File: src/hw/rtl/tcc_pkg.sv
package tcc_pkg;

  // Request kinds.
  localparam logic [1:0] KIND_PUT   = 2'd0;
  localparam logic [1:0] KIND_CLEAR = 2'd1;
  localparam logic [1:0] KIND_READ  = 2'd2;

  // Character codes with special handling.
  localparam logic [7:0] CHAR_BS    = 8'h08;
  localparam logic [7:0] CHAR_TAB   = 8'h09;
  localparam logic [7:0] CHAR_LF    = 8'h0A;
  localparam logic [7:0] CHAR_CR    = 8'h0D;
  localparam logic [7:0] CHAR_SPACE = 8'h20;

  localparam logic [15:0] BLANK_CELL = 16'h0F20;

  localparam int POS_W  = 11;
  localparam int CELL_W = 16;

  typedef enum logic [2:0] {
    ST_INIT,
    ST_IDLE,
    ST_PUT,
    ST_SCR_RD,
    ST_SCR_WR,
    ST_FILL,
    ST_RD_WAIT,
    ST_RESP
  } tcc_state_t;

  typedef struct packed {
    logic accept;
    logic put_step;
    logic scr_read;
    logic scr_write;
    logic fill_write;
    logic rd_capture;
  } tcc_cmd_t;

  typedef struct packed {
    logic scroll_need;
    logic copy_end;
    logic fill_end;
  } tcc_stat_t;

endpackage

File: src/hw/rtl/tcc_ctrl.sv
module tcc_ctrl (
  input  logic               clk,
  input  logic               rst_n,
  input  logic               start,
  input  logic [1:0]         in_kind,
  input  tcc_pkg::tcc_stat_t stat,
  output tcc_pkg::tcc_cmd_t  cmd,
  output logic               busy,
  output logic               out_valid
);
  import tcc_pkg::*;

  tcc_state_t state_r, state_nxt;
  logic       open_w;

  always_ff @(posedge clk) begin
    if (!rst_n) begin
      state_r <= ST_INIT;
    end else begin
      state_r <= state_nxt;
    end
  end

  // A new request may be taken while the previous result is being shown.
  assign open_w    = (state_r == ST_IDLE) || (state_r == ST_RESP);
  assign busy      = !open_w;
  assign out_valid = (state_r == ST_RESP);

  always_comb begin
    cmd       = '0;
    state_nxt = state_r;
    unique case (state_r)
      ST_INIT: begin
        cmd.fill_write = 1'b1;
        if (stat.fill_end) state_nxt = ST_IDLE;
      end
      ST_IDLE, ST_RESP: begin
        if (start) begin
          cmd.accept = 1'b1;
          unique case (in_kind)
            KIND_PUT:   state_nxt = ST_PUT;
            KIND_CLEAR: state_nxt = ST_FILL;
            KIND_READ:  state_nxt = ST_RD_WAIT;
            default:    state_nxt = ST_RESP;
          endcase
        end else begin
          state_nxt = ST_IDLE;
        end
      end
      ST_PUT: begin
        cmd.put_step = 1'b1;
        state_nxt = stat.scroll_need ? ST_SCR_RD : ST_RESP;
      end
      ST_SCR_RD: begin
        cmd.scr_read = 1'b1;
        state_nxt = ST_SCR_WR;
      end
      ST_SCR_WR: begin
        cmd.scr_write = 1'b1;
        state_nxt = stat.copy_end ? ST_FILL : ST_SCR_RD;
      end
      ST_FILL: begin
        cmd.fill_write = 1'b1;
        if (stat.fill_end) state_nxt = ST_RESP;
      end
      ST_RD_WAIT: begin
        cmd.rd_capture = 1'b1;
        state_nxt = ST_RESP;
      end
      default: state_nxt = ST_INIT;
    endcase
  end

endmodule

File: config.mk
export PLATFORM = sky130hd
export DESIGN_NAME = tcc_ctrl
export DESIGN_NICKNAME = d
export VERILOG_FILES = /design/src/hw/rtl/tcc_pkg.sv /design/src/hw/rtl/tcc_ctrl.sv
export SDC_FILE = /design/constraint.sdc
export NUM_CORES = 1
export LEC_CHECK = 0
export BUFFER_PORTS_ARGS = -buffer_cell sky130_fd_sc_hd__buf_2
export CAP_MARGIN = 20
export CORE_AREA = 2 2 39 41
export CTS_CLUSTER_DIAMETER = 60
export DETAILED_ROUTE_END_ITERATION = 12
export DIE_AREA = 0 0 41 43
export PLACE_DENSITY = 0.56
export SYNTH_ARGS = -nofsm -noshare
export SYNTH_HDL_FRONTEND = slang
export SYNTH_SLANG_ARGS = --single-unit
File: constraint.sdc
create_clock -name clk -period 1.1 [get_ports clk]
set_input_delay 0.165 -clock clk [delete_from_list [all_inputs] [get_ports clk]]
set_output_delay 0.165 -clock clk [all_outputs]
set_load 0.01 [all_outputs]
# Yosys cells after proc, flatten, opt, wreduce, memory -nomap -nowiden
# Index checks and enable logic that the tools add are counted.
# classes
n_eq_ne	11
muxes	14
n_reduce_logical	7
# op_table
operator	count
$pmux 3 s7	1
$mux 3	5
$eq 3x3->1 const B	4
$pmux 3 s3	1
$mux 1	7
$eq 3x2->1 const B	2
$ne 2x2->1 const B	2
$reduce_or 2->1	2
$eq 3x1->1 const B	1
$logic_not 3->1	1
$eq 2x1->1 const B	1
$eq 2x2->1 const B	1
$logic_not 2->1	1
$reduce_and 2->1	1
$logic_not 1->1	1
$logic_or 1x1->1	1
# totals
in_bits	8
wordCells	33
output_inout_bits	8
register_bits	3

# Logic depth before layout (Yosys ltp)
# logic_depth
ltp_word	4
depth_mapped	5
ltp_nobuf	4

# Least setup slack after synthesis
# No wires, ideal clock.
# synth_timing
path_kind	register to register
startpoint	reg state_r[2]
endpoint	reg state_r[1]
setup_time_ns	0.060
period_less_slack_ns	1.139
t_arrival_ns	1.079
path_slack_ns	-0.039
required_time_ns	1.040
n_path_buf	0
path_stages_with_launch	5
cell_sequence	dfxtp_1 -> xnor2_1 -> and3_4 -> a21boi_1 -> o221a_1
# synth_between
elab_chain_cells	3
word_cells_on_any_way	13
cone_classes	eq/ne: 9; mux: 1; reduce/logical: 3
# synth_lines
item	line	source
start: declaration	tcc_ctrl.sv:13	tcc_state_t state_r, state_nxt;
start signal: assignment	tcc_ctrl.sv:20	state_r <= state_nxt;
$eq 3x3->1 (tied with other cells)	tcc_ctrl.sv:32	unique case (state_r)
$reduce_or 2->1 or $ne 2x2->1 (tied branches)	n/a	
$pmux 3 s7 or $reduce_and 2->1 (tied branches)	n/a	
# Several ways; a longest one is shown, not always the timed one.
# A chain may end at the register's enable or synchronous reset.

==> metrics.txt <==
CP cell instances buf_6, nor2_4, inv_2, a21oi_2, buf_2; Synth cell types 21; relative slew slack between 80% and 90%; ANT nets after route 0; CTS sink count 3; Mapped Cells 38; Non-Filler Instances 78; sequential power share 27.5%; setup TNS -1.04 ns; crit start category register; layout cell share with drive strength beyond 1 62.9%; CTS root buffer clkbuf_4; Req. time, crit path 0.94 ns; worst setup path start state_r[2]$_SDFFE_PN0P_; P_int 0.000320 W; CTS tree done; Hold Vio Cnt, Final 0; Min-Delay Path Depth 3; routability cong. between 0.7 and 0.8; initial DRC count 1; RSZ-0062 raised after global routing yes; Placed Cells 71; die width 41 um; row cnt 14; DR vias 347; reg2reg path depth 4; Inserted Diodes 0; Clock Power Share 44.0%; Switch Pwr 0.000134 W; Maximum Capacitance Violations 0; failing checks setup timing; Vias/cell 4.45; sequential share of the synthesized area 22.5%; Yosys top cell by area dfxtp_1; CP max stage delay 0.35 ns; Crit. End Element primary output; Post-route DRC 0; logic gate share of total power 28.4%; # port buffers 15; Worst Hold Margin between 0.15 and 0.2 ns; CP max FO 5; Worst Path Arrival 1.11 ns; WL final 800 um; top cells by area, synth dfxtp_1 (23%), a21oi_1 (11%), nor2_1 (7.0%), o21ai_0 (5.6%), and3_4 (4.2%); final worst slack -0.179 ns; Final #Nets 71; Largest register FFs 3; CTS Buffer Depth 2; Filler Cells Inserted 158; Clock transition at path regs around 0.040 ns; mapped cell area roughly 270 um^2; height of the die ~43 um; worst-skew pair later-pin latency between 0.2 and 0.25 ns; Worst Hold Class in -> reg; fmax 782 MHz; Worst Skew 0.00229 ns; global-route wire length before repair 1.10 mm; number of top-level pins 16; initial antenna violation count 0; PwrDens 933 mW/mm^2; critical path type reg -> out; outcome complete, but fails checks; aggregate global-route resource usage 9.43%; top cell type's share of synthesized area 22.5%; grt ovf 0; # setup viols final 10; floorplan core area 0.00138 mm^2; Top Registers state_r x3; FF/Latch Area 68.8 um^2; Min-Delay Endpoint state_r[2]$_SDFFE_PN0P_; Mapped Avg Cell Area 7.01 um^2; r2r startpoint state_r[1]$_SDFFE_PN0P_; Ys Warns 0; leakage 0.237 nW; CTS buffer count 3; DP Wirelength roughly 550 um; worst slew pin tran 0.154 ns; slowest CP cell dfxtp_4; Tcrit/Tclk final 116%; HP Start rst_n; RR Endpoint state_r[0]$_SDFFE_PN0P_; Yosys reg bits 3; Mapped Nets 46; P&R area growth vs syn 82.6%; H-tree Lvls 1; largest net degree at the start of global routing 12; drt pass-1 iters 2; Starting Density 19.3%; Post-Place Worst Slack -0.106 ns; Peak VDD IR 0.000393 V; DR WL/cell between 10 and 15 um; vias in the first global route 272; area of the multi-input gates 209 um^2; die area between 0.0015 and 0.002 mm^2; total power 0.000454 W; Pins Over Slew Limit 0; Most flops, register state_r; sw frac between 20% and 30%; r2r setup slk -0.07 ns; fin crit period 1.28 ns
==> worst max path at each step <==
stage                              end
4_1_cts                         cmd[1]
3_3_place_gp   state_r[0]$_SDFFE_PN0P_
5_1_grt                         cmd[1]
3_5_place_dp   state_r[0]$_SDFFE_PN0P_
2_1_floorplan  state_r[1]$_SDFFE_PN0P_
6_report                        cmd[1]
==> repair_timing <==
item | in CTS | in global routing
hold buffers | 0 | 0
resized for setup | 11 | 9
setup endpoints to repair | 11 | 11
pin swaps | 1 | 4
cloned | 0 | 0
buffers inserted | 0 | 3
==> metal layers <==
metal  GRT usage [%]  up-vias  part of all wire [%]
met5               0        -                     0
met4            4.00        0                   1.8
met3            4.71        2                   4.8
met2            13.4        8                    52
met1            11.5      160                    42
li1                -      177                     -
==> cell type report <==
type,count,share of cell area (%)
clock buffers,4,5.40
inverters,3,2.31
flip-flops and latches,3,14.1
well taps,16,4.11
repair buffers,22,31.1
multi-input cells,30,42.9
==> synth_stat cells <==
| library cell | number |
|---|---|
| xnor2_1 | 1 |
| nor3b_1 | 1 |
| and3_4 | 1 |
| nor2b_1 | 1 |
| and3_2 | 1 |
| maj3_1 | 1 |
| dfxtp_1 | 3 |
| or3_2 | 1 |
| a21oi_1 | 6 |
| inv_1 | 3 |
| nand2b_1 | 1 |
| nand2_1 | 3 |
| and3_1 | 1 |
| buf_4 | 1 |
| and2_1 | 1 |
| o21ai_0 | 3 |
| nor2_1 | 5 |
| o221a_1 | 1 |
| a21boi_1 | 1 |
| nor3_1 | 1 |
| buf_6 | 1 |
==> critical path: cells and delay by family (launching register included) <==
family | cells | cell delay (ns)
and+or+nand+nor | 1 | 0.13
DFF | 1 | 0.35
AOI/OAI and AO/OA | 1 | 0.09
buffers and inverters | 3 | 0.30
==> cell usage in the layout, fill, tap and decap left out, types with 2 or more instances in the layout <==
cell and n:
a21oi_1 5, buf_2 13, buf_4 4, buf_6 5
clkbuf_4 3, dfxtp_4 2, inv_2 2, nand2_1 3
nor2_1 4
==> per-stage QoR <==
step / util (%) / cell area (um^2)
after detailed placement: 27.0 / 374
after global routing: 35.2 / 487
after global placement: 27.0 / 374
after CTS: 30.9 / 428
final: 35.2 / 487
after floorplan: - / 268
==> logic make-up after synthesis <==
group	after synthesis	synth area share (%)
AND/OR/NAND/NOR	17	35.2
AO/OA/AOI/OAI	11	23.9
buffers and inverters	5	11.3
flip-flops	3	22.5
XOR/XNOR	1	3.29
adder cells (fa/ha/maj)	1	3.76
==> power by group through the flow <==
stage                     sequential [W]  clock (W)  combinational (W)
after global routing            0.000126   0.000221           0.000142
final                           0.000125   0.000200           0.000129
after detailed placement        0.000125          0           0.000102
after CTS                       0.000126   0.000208           0.000109
after floorplan                 0.000121          0          0.0000647
after global placement          0.000125          0           0.000102
No activity file was read; power rests on OpenSTA's default activity.
